[config.mk]
export PLATFORM = sky130hd
export DESIGN_NAME = jump_reject_recovery_fsm
export DESIGN_NICKNAME = d
export VERILOG_FILES = /design/src/sv/jrr_pkg.sv /design/src/sv/jump_reject_recovery_fsm.sv
export SDC_FILE = /design/constraint.sdc
export NUM_CORES = 1
export LEC_CHECK = 0
export CAP_MARGIN = 20
export CORE_MARGIN = 3
export CORE_UTILIZATION = 40
export DETAILED_ROUTE_END_ITERATION = 8
export DONT_BUFFER_PORTS = 1
export SLEW_MARGIN = 25
export SYNTH_ARGS = -nofsm -noshare
export SYNTH_HDL_FRONTEND = slang
export SYNTH_SLANG_ARGS = --single-unit
[constraint.sdc]
create_clock -name aclk -period 17.9 [get_ports aclk]
set_clock_uncertainty 0.05 [all_clocks]
set_input_delay 1.79 -clock aclk [delete_from_list [all_inputs] [get_ports aclk]]
set_output_delay 1.79 -clock aclk [all_outputs]
set_load 0.02 [all_outputs]
[src/sv/jrr_pkg.sv]
`timescale 1ns / 1ps

package jrr_pkg;

    typedef enum logic [1:0] {
        MODE_GUIDING    = 2'd0,
        MODE_WAITING    = 2'd1,
        MODE_RECOVERING = 2'd2
    } mode_t;

    localparam int unsigned TOL_W   = 16;
    localparam int unsigned DIST_W  = 24;
    localparam int unsigned PROD_W  = TOL_W + DIST_W;
    localparam int unsigned THR_W   = 32;
    localparam int unsigned FRAC_W  = 8;
    localparam int unsigned WAIT_W  = 16;
    localparam int unsigned MINF_W  = 8;
    localparam int unsigned FRAME_W = 16;
    localparam int unsigned ADDR_W  = 5;

    localparam logic [2:0] REG_JUMP_EN    = 3'd0;
    localparam logic [2:0] REG_JUMP_TOL   = 3'd1;
    localparam logic [2:0] REG_FORCED_TOL = 3'd2;
    localparam logic [2:0] REG_WAIT_MS    = 3'd3;
    localparam logic [2:0] REG_MIN_FRAMES = 3'd4;

    localparam logic [TOL_W-1:0]  JUMP_TOL_RST   = 16'd1024;
    localparam logic [TOL_W-1:0]  FORCED_TOL_RST = 16'd512;
    localparam logic [WAIT_W-1:0] WAIT_MS_RST    = 16'd5000;
    localparam logic [MINF_W-1:0] MIN_FRAMES_RST = 8'd10;

    localparam logic OP_CHECK    = 1'b0;
    localparam logic OP_ACTIVATE = 1'b1;

endpackage

[src/sv/jump_reject_recovery_fsm.sv]
`timescale 1ns / 1ps

// Jump-reject gate for a guiding loop. Each input transfer is either a frame check
// (op 0) or an activate event after star loss (op 1); each gives exactly one result.
// A check forms threshold = tolerance * avg_distance (Q8.8 x Q16.8 truncated to Q24.8),
// calls the offset large when distance exceeds it with valid statistics and a finite
// tolerance, and steps a guiding / waiting / recovering machine that decides whether
// the frame is accepted. Items pass through an input register and a result register:
// one item per cycle sustained while m_ready is high, the 16x24 multiply and the state
// update between the two registers. A result held by m_ready low stalls s_ready.
// Registers sit on an APB port at byte addresses
// 0x00 enable, 0x04 jump tolerance, 0x08 forced tolerance, 0x0C wait interval,
// 0x10 minimum statistics frames; write them only while the block is idle.
module jump_reject_recovery_fsm #(
    parameter int unsigned TIME_WIDTH = 48
) (
    input  logic                       aclk,
    input  logic                       aresetn,

    input  logic                       psel,
    input  logic                       penable,
    input  logic                       pwrite,
    input  logic [jrr_pkg::ADDR_W-1:0] paddr,
    input  logic [31:0]                pwdata,
    output logic [31:0]                prdata,
    output logic                       pready,

    input  logic                       s_valid,
    output logic                       s_ready,
    input  logic                       s_op,
    input  logic [TIME_WIDTH-1:0]      s_now_ms,
    input  logic [23:0]                s_distance,
    input  logic [23:0]                s_avg_distance,
    input  logic                       s_guiding_active,
    input  logic                       s_paused,
    input  logic                       s_settling,
    input  logic [15:0]                s_error_frame_count,

    output logic                       m_valid,
    input  logic                       m_ready,
    output logic                       m_frame_accepted,
    output logic [1:0]                 m_recovery_state,
    output logic                       m_stats_valid,
    output logic [31:0]                m_threshold
);
    import jrr_pkg::*;

    // configuration
    logic              jump_en_reg;
    logic [TOL_W-1:0]  jump_tol_reg;
    logic [TOL_W-1:0]  forced_tol_reg;
    logic [WAIT_W-1:0] wait_ms_reg;
    logic [MINF_W-1:0] min_frames_reg;
    logic              cfg_wr;
    logic [2:0]        cfg_idx;

    assign pready  = 1'b1;
    assign cfg_wr  = psel & penable & pwrite & pready;
    assign cfg_idx = paddr[4:2];

    always_ff @(posedge aclk) begin
        if (!aresetn) begin
            jump_en_reg    <= 1'b0;
            jump_tol_reg   <= JUMP_TOL_RST;
            forced_tol_reg <= FORCED_TOL_RST;
            wait_ms_reg    <= WAIT_MS_RST;
            min_frames_reg <= MIN_FRAMES_RST;
        end else if (cfg_wr) begin
            case (cfg_idx)
                REG_JUMP_EN:    jump_en_reg    <= pwdata[0];
                REG_JUMP_TOL:   jump_tol_reg   <= pwdata[TOL_W-1:0];
                REG_FORCED_TOL: forced_tol_reg <= pwdata[TOL_W-1:0];
                REG_WAIT_MS:    wait_ms_reg    <= pwdata[WAIT_W-1:0];
                REG_MIN_FRAMES: min_frames_reg <= pwdata[MINF_W-1:0];
                default: ;
            endcase
        end
    end

    always_comb begin
        case (cfg_idx)
            REG_JUMP_EN:    prdata = {31'd0, jump_en_reg};
            REG_JUMP_TOL:   prdata = {16'd0, jump_tol_reg};
            REG_FORCED_TOL: prdata = {16'd0, forced_tol_reg};
            REG_WAIT_MS:    prdata = {16'd0, wait_ms_reg};
            REG_MIN_FRAMES: prdata = {24'd0, min_frames_reg};
            default:        prdata = 32'd0;
        endcase
    end

    // input register
    logic                  in_valid_reg;
    logic                  in_op_reg;
    logic [TIME_WIDTH-1:0] in_now_reg;
    logic [DIST_W-1:0]     in_dist_reg;
    logic [DIST_W-1:0]     in_avg_reg;
    logic                  in_guiding_reg;
    logic                  in_paused_reg;
    logic                  in_settling_reg;
    logic [FRAME_W-1:0]    in_frames_reg;
    logic                  advance;

    assign advance = in_valid_reg & (~m_valid | m_ready);
    assign s_ready = ~in_valid_reg | advance;

    always_ff @(posedge aclk) begin
        if (!aresetn) begin
            in_valid_reg <= 1'b0;
        end else if (s_ready) begin
            in_valid_reg <= s_valid;
        end
    end

    always_ff @(posedge aclk) begin
        if (s_valid && s_ready) begin
            in_op_reg       <= s_op;
            in_now_reg      <= s_now_ms;
            in_dist_reg     <= s_distance;
            in_avg_reg      <= s_avg_distance;
            in_guiding_reg  <= s_guiding_active;
            in_paused_reg   <= s_paused;
            in_settling_reg <= s_settling;
            in_frames_reg   <= s_error_frame_count;
        end
    end

    // threshold and offset classification
    logic [TOL_W-1:0]  tol;
    logic [PROD_W-1:0] prod;
    logic [THR_W-1:0]  thr;
    logic              stats_ok;
    logic              finite_tol;
    logic              small_off;
    logic [THR_W-1:0]  thr_out;

    mode_t                 mode_reg, mode_next;
    logic [TIME_WIDTH-1:0] deadline_reg, deadline_next;
    logic                  force_reg, force_next;
    logic [TIME_WIDTH-1:0] new_deadline;
    logic                  accepted;

    assign tol        = force_reg ? forced_tol_reg : jump_tol_reg;
    assign prod       = PROD_W'(tol) * PROD_W'(in_avg_reg);
    assign thr        = prod[PROD_W-1:FRAC_W];
    assign finite_tol = force_reg | jump_en_reg;
    assign stats_ok   = in_guiding_reg & ~in_paused_reg & ~in_settling_reg
                      & (in_frames_reg >= FRAME_W'(min_frames_reg));
    assign small_off  = ~(stats_ok & finite_tol & (THR_W'(in_dist_reg) > thr));

    always_comb begin
        if (!stats_ok || in_op_reg == OP_ACTIVATE) begin
            thr_out = '0;
        end else if (finite_tol) begin
            thr_out = thr;
        end else begin
            thr_out = '1;
        end
    end

    assign new_deadline = in_now_reg + TIME_WIDTH'(wait_ms_reg);

    // next state
    always_comb begin
        mode_next     = mode_reg;
        deadline_next = deadline_reg;
        force_next    = force_reg;
        if (in_op_reg == OP_ACTIVATE) begin
            if (mode_reg != MODE_WAITING && mode_reg != MODE_RECOVERING) begin
                mode_next     = MODE_WAITING;
                deadline_next = new_deadline;
                force_next    = 1'b1;
            end
        end else begin
            case (mode_reg)
                MODE_WAITING: begin
                    if (small_off) begin
                        mode_next  = MODE_GUIDING;
                        force_next = 1'b0;
                    end else if (in_now_reg >= deadline_reg) begin
                        mode_next = MODE_RECOVERING;
                    end
                end
                MODE_RECOVERING: begin
                    if (small_off) begin
                        mode_next = MODE_GUIDING;
                    end
                end
                default: begin
                    // guiding, and the unused code treated the same way
                    if (!small_off) begin
                        mode_next     = MODE_WAITING;
                        deadline_next = new_deadline;
                    end
                end
            endcase
        end
    end

    // outputs
    always_comb begin
        accepted = 1'b1;
        if (in_op_reg == OP_CHECK) begin
            case (mode_reg)
                MODE_WAITING:    accepted = small_off | (in_now_reg >= deadline_reg);
                MODE_RECOVERING: accepted = 1'b1;
                default:         accepted = small_off;
            endcase
        end
    end

    always_ff @(posedge aclk) begin
        if (!aresetn) begin
            mode_reg     <= MODE_GUIDING;
            deadline_reg <= '0;
            force_reg    <= 1'b0;
        end else if (advance) begin
            mode_reg     <= mode_next;
            deadline_reg <= deadline_next;
            force_reg    <= force_next;
        end
    end

    // result register
    always_ff @(posedge aclk) begin
        if (!aresetn) begin
            m_valid <= 1'b0;
        end else if (advance) begin
            m_valid <= 1'b1;
        end else if (m_ready) begin
            m_valid <= 1'b0;
        end
    end

    always_ff @(posedge aclk) begin
        if (advance) begin
            m_frame_accepted <= accepted;
            m_recovery_state <= mode_next;
            m_stats_valid    <= stats_ok & (in_op_reg == OP_CHECK);
            m_threshold      <= thr_out;
        end
    end

    // a rejected frame only happens while waiting
    assert property (@(posedge aclk) disable iff (!aresetn)
        m_valid && !m_frame_accepted |-> m_recovery_state == MODE_WAITING)
        else $error("rejected frame outside waiting state");

    // without valid statistics the threshold must read zero
    assert property (@(posedge aclk) disable iff (!aresetn)
        m_valid && !m_stats_valid |-> m_threshold == '0)
        else $error("nonzero threshold without valid statistics");

    // an activate item is always accepted
    assert property (@(posedge aclk) disable iff (!aresetn)
        advance && in_op_reg == OP_ACTIVATE |=> m_frame_accepted && !m_stats_valid)
        else $error("activate result not accepted");

    // forced tolerance is only switched on together with a wait
    assert property (@(posedge aclk) disable iff (!aresetn)
        $rose(force_reg) |-> mode_reg == MODE_WAITING)
        else $error("forced tolerance set outside waiting state");

endmodule

### Yosys cells after proc, flatten, opt, wreduce, memory -nomap -nowiden

Index checks and enable logic that the tools add are counted.

* bits in registers: 262
* output and inout bits: 71
* word-level logic and storage cells: 94

* add/subtract/negate cells: 1
* $mul: 1
* order comparisons: 3
* equality and inequality tests: 11
* mux-type cells: 21
* bitwise operators: 19
* reductions and logical operators: 16

Operators with widths (number)
* $mux W48: 4
* $pmux W16 S5: 1
* $add A48 B16 Y48: 1
* $ge A48 B48 Y1: 1
* $mul A16 B24 Y40: 1
* $gt A24 B32 Y1: 1
* $mux W32: 1
* $ge A16 B8 Y1: 1
* $mux W16: 1
* $mux W2: 6
* $reduce_and A2 Y1: 5
* $and A1 B1 Y1: 9
* $reduce_and A4 Y1: 2
* $eq A3 B2 Y1 const B: 2
* $mux W1: 6
* $ne A2 B1 Y1 const B: 3
* $not A1 Y1: 6
* $reduce_bool A2 Y1: 3
* $ne A2 B2 Y1 const B: 2
* $or A1 B1 Y1: 4
* $pmux W2 S2: 1
* $eq A3 B1 Y1 const B: 1
* $eq A3 B3 Y1 const B: 1
* $logic_not A3 Y1: 1
* 7 further kinds: 8

### Depth between registers and ports, before layout

Gate-level depths: netlist of the first run.

* depth after elaboration: 9
* depth in mapped cells: 40
* gate-level depth less buffers: 35

### Worst setup path before layout of the first run

OpenSTA, ideal clock, no wires.

* path type: reg-to-reg
* from: reg force_reg
* to: reg deadline_reg[21]
* library setup time: 0.121 ns
* arrival: 9.244 ns
* path slack: 8.485 ns
* cell stages (with the launch flop): 39
* clock period less this slack: 9.415 ns
* path through: dfxtp_1 buf_2 buf_1 mux2_2 clkbuf_1 and2_1 fa_1 inv_1 fa_1 fa_1 inv_1 fa_1 fa_1 inv_1 fa_1 inv_1 ha_1 clkbuf_1 (+3 left out) o211ai_1 or2_1 a21oi_1 nor2_1 nor2_1 xor2_1 ha_1 nand4_1 nand4bb_1 a311oi_1 a2111oi_0 or3_1 a211oi_1 nand2_1 o41ai_4 nand2_4 buf_4 mux2i_1

* cells in the longest elaborated chain, start to end: 6
* elaborated cells on any way between the ends: 8
* those cells by class: mul (1); order compare (1); mux (1); bitwise (3); reduce/logical (2)

RTL lines
* start, declared: RTL line jump_reject_recovery_fsm.sv:138 `logic force_reg, force_next;`
* start signal, assigned: RTL line jump_reject_recovery_fsm.sv:219 `force_reg <= force_next;`
* $mux W16: RTL line jump_reject_recovery_fsm.sv:142 `assign tol = force_reg ? forced_tol_reg : jump_tol_reg;`
* $mul A16 B24 Y40: RTL line jump_reject_recovery_fsm.sv:143 `assign prod = PROD_W'(tol) * PROD_W'(in_avg_reg);`
* $gt A24 B32 Y1: RTL line jump_reject_recovery_fsm.sv:148 `assign small_off = ~(stats_ok & finite_tol & (THR_W'(in_dist_reg) > thr));`
* $and A1 B1 Y1 *: RTL line jump_reject_recovery_fsm.sv:148
* $reduce_bool A2 Y1 (no line) *
* $reduce_and A4 Y1 (no line) *
* end signal, assigned: RTL line jump_reject_recovery_fsm.sv:218 `deadline_reg <= deadline_next;`
* end, declared: RTL line jump_reject_recovery_fsm.sv:137 `logic [TIME_WIDTH-1:0] deadline_reg, deadline_next;`

Every way passes the cells marked *; elsewhere a longest branch is shown, timed or not.
A chain may end at the register's enable or synchronous reset.

### Worst setup path after layout of the first run

* from: reg force_reg
* to: reg deadline_reg[15]

Same word-level chain as after synthesis.

==> results of run 1 <==
-- final timing paths --
kind	to	slack, ps	start	cells past startpoint
setup / recovery	deadline_reg[15]	6890	force_reg	34
hold / removal	deadline_reg[19]	410	deadline_reg[19]	2
setup reg to reg	deadline_reg[15]	6890	force_reg	34
hold reg to reg	deadline_reg[19]	410	deadline_reg[19]	2
-- cells in the final DEF, fill, tap and decap left out, types with 6 or more instances in the layout --
cell / Yosys / final
o21bai_1: 7 / 7
o21a_1: 7 / 7
nand2_1: 435 / 435
o21ai_0: 43 / 43
and4_1: 14 / 14
mux2_2: 24 / 24
edfxtp_1: 152 / 152
conb_1: 2 / 17
ha_1: 208 / 208
bufinv_16: 0 / 7
xnor2_1: 46 / 46
a21oi_1: 169 / 169
nand3_1: 43 / 43
a21o_1: 19 / 19
nand2b_1: 7 / 7
xor2_1: 24 / 24
nor2b_1: 10 / 10
and2_1: 162 / 161
nor3_1: 22 / 22
inv_1: 433 / 432
o211ai_1: 10 / 10
o22ai_1: 10 / 10
a31oi_1: 11 / 11
mux2i_1: 41 / 41
a211oi_1: 10 / 10
or2_2: 7 / 7
nand4_1: 36 / 36
fa_1: 306 / 306
nor2_1: 70 / 69
dfxtp_1: 110 / 109
buf_4: 20 / 6
and3_1: 12 / 12
clkbuf_16: 0 / 30
a311oi_1: 22 / 22
a22oi_1: 20 / 20
-- routing by layer --
metal | routed length (µm) | GRT usage | vias to the layer above
li1 | - | - | 8607
met1 | 28960 | 0.2762 | 9318
met2 | 31570 | 0.3347 | 523
met3 | 4071 | 0.03374 | 107
met4 | 1696 | 0.05449 | 2
met5 | 13 | 0 | -
-- worst max-delay path: cells and delay by family (launching register included) --
| family | cells | cell delay [ps] |
|---|---|---|
| adders and majority gates | 8 | 3760 |
| xor gates and xnor gates | 1 | 460 |
| AOI/OAI and AO/OA | 9 | 2270 |
| buffers and inverters | 5 | 740 |
| muxes | 1 | 610 |
| DFF | 1 | 700 |
| and+or+nand+nor | 10 | 2250 |
-- logic make-up (layout without fill, tap and decap cells) --
group | Yosys count | in the layout | synth area share
multiplexers | 67 | 67 | 0.02795
buffers and inverters | 573 | 495 | 0.08793
adder cells (fa/ha/maj) | 514 | 514 | 0.3432
other | 2 | 19 | 0.0002953
AO/OA/AOI/OAI | 371 | 371 | 0.09270
XOR/XNOR | 70 | 70 | 0.02411
AND/OR/NAND/NOR | 845 | 845 | 0.1577
flip-flops | 262 | 262 | 0.2661
-- cell type report --
class,count,area (µm²),area share
inverter,433,1625,0.06001
multi-input combinational,1884,16490,0.6089
timing repair buffer,7,56.30,0.002079
antenna,2,5.005,0.0001848
clock buffer,35,779.5,0.02878
sequential,262,6768,0.2499
tap,837,1047,0.03866
clock inverter,20,311.5,0.01150
-- metrics by stage --
step           utilization  cell area (µm²)  instances
6_report            0.4349            27090       3480
5_1_grt             0.4349            27090       3480
3_5_place_dp        0.4173            25990       3423
2_1_floorplan            -            25490       2719
3_3_place_gp        0.4172            25980       3423
4_1_cts             0.4348            27080       3478
-- power groups by stage --
| stage | registers (µW) | clock network (µW) | logic, µW |
|---|---|---|---|
| 6_report | 709 | 680 | 321 |
| 3_5_place_dp | 721 | 0 | 317 |
| 5_1_grt | 713 | 723 | 367 |
| 2_1_floorplan | 700 | 0 | 247 |
| 3_3_place_gp | 721 | 0 | 311 |
| 4_1_cts | 709 | 700 | 321 |
==> flow_metrics.py, run 1 <==
metrics = {
    "synth": {
        "synth-seq-area-share": 0.2661,
        "ys_async_sr_fraction": 0,
        "synth_flop_cell": "edfxtp_1",
        "synth_warnings": 0,
        "ys_ff_latch": 262,
        "synth_edf_count": 152,
        "ys_types": 79,
        "syn_inst": 2704,
        "synth_largest_area_cell": "fa_1",
        "avgSynthCellArea_um2": 9.404,
        "syn_area_um2": 25430,
        "synth_top_area_share": 0.2409,
        "yosys-top-cells-area": "fa_1 24%, edfxtp_1 18%, ha_1 10%",
        "synth.most_common_cell": "nand2_1",
        "yosys-top-cells-count": "435 x nand2_1, 433 x inv_1, 306 x fa_1",
    },
    "power": {
        "switchingPower_uw": 510.0,
        "internal_power_uw": 1199,
        "p_leak_uw": 0.01173,
        "seqPwrFrac": 0.415,
        "finalPower_uw": 1709,
        "ir_worst_vdd_uv": 92.45,
        "power.density_nw_per_um2": 63.11,
        "pwr-share-comb": 0.188,
        "sw_frac_of_total": 0.2983,
        "clockPowerShare": 0.398,
    },
    "die": {
        "die_area_um2": 66630,
        "boundaryPins": 231,
        "core-area_um2": 62280,
        "rows": 91,
        "dieHeight_um": 258.1,
        "start_util": 0.4083,
        "dieWidth_um": 258.1,
    },
    "worst_setup_path": {
        "critical_path_required_ps": 18360,
        "crit_top_cell": "fa_1",
        "start_kind": "flip-flop",
        "critPathMaxFanout": 45,
        "criticalPathCategory": "reg2reg",
        "critPathMaxStageDelay_ps": 700,
        "cpMaxStageDelayCell": "dfxtp_2",
        "arrival_ps": 11470,
        "end_kind": "flip-flop",
    },
    "timing": {
        "fin_tns_setup_ps": 0,
        "hold_violations": 0,
        "max_slew.worst_pin.slew_ps": 861.4,
        "timing.final.ws_setup_ps": 6890,
        "fmax_mhz": 90.83,
        "finalSetupViolations": 0,
        "rsz0062_at_grt": "no",
        "finalCritPeriodShare": 0.6151,
        "whs_ps": 411.8,
        "slew_viol_final": 0,
        "slew_headroom": 0.4257,
        "min_period_ps": 11010,
    },
    "placed_design": {
        "pre_cts_slack_ps": 6859,
        "gp_congestion": 0.8961,
        "port_buffers": 0,
        "place_hpwl_mm": 51.53,
    },
    "final_layout": {
        "n_fill_cell": 6014,
        "fin_nets": 3292,
        "areaGrowthSynthToFinish_pct": 6.515,
        "drive_gt1_frac": 0.03900,
    },
    "route": {
        "drc": 0,
        "wire_per_inst_um": 19.06,
        "dr.pass1.iters": 5,
        "vias": 18557,
        "vias_per_cell": 5.332,
        "wl_mm": 66.32,
        "drtIter0Drc": 1131,
        "antenna_left": 0,
    },
    "global_route": {
        "grt_max_degree": 91,
        "grtUsageTotal": 0.2025,
        "grt_pass1_wl_mm": 108.1,
        "overflow": 0,
        "grt_pass1_vias": 19425,
        "antenna_found_initial": 3,
    },
    "cts": {
        "clock-sinks": 262,
        "post_cts_resized": 0,
        "cts_tree": "built",
        "clk_pin_slew_ps": 60,
        "cts_buffers": 30,
        "root_buffer": "clkbuf_16",
        "cts_setup_buffers": 0,
        "clock_latency_ps": 620,
        "cts_htree_levels": 1,
        "cts_buffer_depth": 3,
        "cts_hold_buf": 0,
    },
    "min_path": {
        "hold_path_class": "reg2reg",
    },
    "outcome": {
        "outcome": "finished clean",
    },
    "flow_run": {
        "maxCapViolCount": 0,
    },
}
Power figures use the tool's default switching activity.
==> run 2, diff against run 1 <==
Clock period 17.9 ns to 11.5 ns, I/O delays scaled along.
==> run 2 against run 1 <==
Net effect:
- first-iteration DRC count is 1.1% lower
- largest cell class unchanged
- setup slack worse by 6100 ps
- cell count is the same
- sequential share of layout area is essentially flat
- largest power group unchanged
- utilization barely moved
- power is 52% higher
- die area unchanged
- sequential power rose by 55%
- count of clock-buffer cells in the layout increased by 3
==> flow_metrics.py, run 2 (synthesis results as in run 1) <==
metrics = {
    "min_path": {
        "hold_path_class": "reg2reg",
        "hold_end": "deadline_reg[11]",
        "worstHoldStart": "deadline_reg[11]",
        "hold_depth": 2,
    },
    "power": {
        "internal_power_uw": 1808,
        "power.density_nw_per_um2": 95.86,
        "p_leak_uw": 0.01172,
        "pwr-share-comb": 0.193,
        "ir_worst_vdd_uv": 114.1,
        "sw_frac_of_total": 0.3028,
        "switchingPower_uw": 785.3,
        "seqPwrFrac": 0.425,
        "clockPowerShare": 0.382,
    },
    "route": {
        "drtIter0Drc": 1119,
        "drc": 0,
        "dr.pass1.iters": 6,
        "antenna_left": 0,
        "vias_per_cell": 5.339,
        "vias": 18579,
        "wl_mm": 66.58,
        "wire_per_inst_um": 19.13,
    },
    "final_layout": {
        "areaGrowthSynthToFinish_pct": 6.396,
        "drive_gt1_frac": 0.03936,
        "final_core_util": 0.4344,
        "mostFrequentLayoutCells": "435 x nand2_1, 432 x inv_1, 306 x fa_1",
        "fin_nets": 3293,
        "final_cell_area_um2": 27060,
        "final_common_cell": "nand2_1",
    },
    "worst_setup_path": {
        "criticalPathCategory": "reg2reg",
        "reg2reg_from": "force_reg",
        "start_kind": "flip-flop",
        "critPathMaxFanout": 44,
        "arrival_ps": 11170,
        "critical_path_required_ps": 11930,
        "worst_r2r_path_depth": 35,
        "cpMaxStageDelayCell": "mux2_2",
        "path_delay_family": "adder cells",
        "crit_top_cell": "fa_1",
        "critPathBufInv": 6,
        "crit_start": "force_reg",
        "r2r_slack_ps": 760,
        "critPathMaxStageDelay_ps": 590,
        "timing.rr.end": "deadline_reg[25]",
        "end_kind": "flip-flop",
    },
    "flow_run": {
        "maxCapViolCount": 0,
    },
    "cts": {
        "clock_latency_ps": 590,
        "cts_buffer_depth": 3,
        "clk_pin_slew_ps": 60,
        "cts_htree_levels": 1,
        "cts_buffers": 29,
        "cts_tree": "built",
        "clock-sinks": 262,
        "root_buffer": "clkbuf_16",
        "cts_hold_buf": 0,
    },
    "timing": {
        "rsz0062_at_grt": "no",
        "finalCritPeriodShare": 0.9337,
        "max_slew.worst_pin.slew_ps": 912.7,
        "finalSetupViolations": 0,
        "fmax_mhz": 93.13,
        "hold_violations": 0,
        "slew_headroom": 0.3916,
        "min_period_ps": 10740,
        "slew_viol_final": 0,
        "fin_tns_setup_ps": 0,
    },
    "placed_design": {
        "dpl-instance-area_um2": 25990,
        "port_buffers": 0,
        "gp_congestion": 0.8789,
        "place_hpwl_mm": 51.91,
    },
    "die": {
        "core-area_um2": 62280,
        "boundaryPins": 231,
        "dieWidth_um": 258.1,
        "dieHeight_um": 258.1,
        "die_area_um2": 66630,
        "rows": 91,
        "start_util": 0.4083,
    },
    "global_route": {
        "overflow": 0,
        "grt_max_degree": 66,
        "antenna_found_initial": 2,
        "grt_pass1_vias": 19787,
        "grtUsageTotal": 0.2024,
        "grt_pass1_wl_mm": 108.2,
    },
    "outcome": {
        "outcome": "finished clean",
    },
}
[run 2: cell count changes in the layout (fill, tap and decap cells not counted), sizes merged]
cell,previous run,this run
bufinv,7,2
clkbuf,35,38
buf,7,9
clkinv,9,10
clkinvlp,2,1
diode,2,1
inv,435,436
[run 2: power groups by stage]
stage                     clock network [µW]  logic [µW]  registers (µW)
after floorplan                            0         384            1090
after global placement                     0         484            1120
after detailed placement                   0         495            1120
after CTS                               1020         501            1100
after global routing                    1050         571            1110
final                                    990         501            1100
[run 2: worst min-delay path, cell delays in order (launching register included)]
cell     delay [ps]
dfxtp_1         310
nand2_1          50
mux2i_1          50
[run 2: through the flow]
step / setup WS, ps / instances / hold slack (ps) / power (µW)
2_1_floorplan: 2085 / 2719 / 388.0 / 1473
3_3_place_gp: 946.7 / 3424 / 394.6 / 1604
3_5_place_dp: 703.2 / 3424 / 402.9 / 1616
4_1_cts: 614.8 / 3478 / 411.3 / 2620
5_1_grt: 7.262 / 3479 / 433.8 / 2730
6_report: 762.4 / 3480 / 411.7 / 2593
[run 2: layer usage]
metal | up-vias | part of all wire | track usage | routed length [µm]
li1 | 8596 | - | - | -
met1 | 9398 | 0.44 | 0.2671 | 29150
met2 | 477 | 0.48 | 0.3435 | 32010
met3 | 104 | 0.055 | 0.03550 | 3651
met4 | 4 | 0.026 | 0.05402 | 1739
met5 | - | 0.00041 | 0 | 27
[run 2: area by class of cell]
class,count,area [µm²]
fillers,6016,35230
clock inverters,16,153.9
multi-input cells,1884,16490
well taps,837,1047
repair buffers,9,91.34
clock buffers,38,875.8
diodes,1,2.502
inverters,433,1625
flip-flops and latches,262,6766
[run 2: how the worst max path moves through the flow]
stage	to	slack (ps)	cells after the start
global placement	deadline_reg[5]	950	33
floorplan	deadline_reg[21]	2080	38
CTS	deadline_reg[25]	610	33
detailed placement	deadline_reg[25]	700	33
global route	deadline_reg[25]	7	35
finish	deadline_reg[25]	760	35
[run 2: repair_timing]
| action | CTS | global route |
|---|---|---|
| buffers inserted | 0 | 0 |
| gates resized for setup | 0 | 1 |
| endpoints found under the setup margin | 0 | 12 |
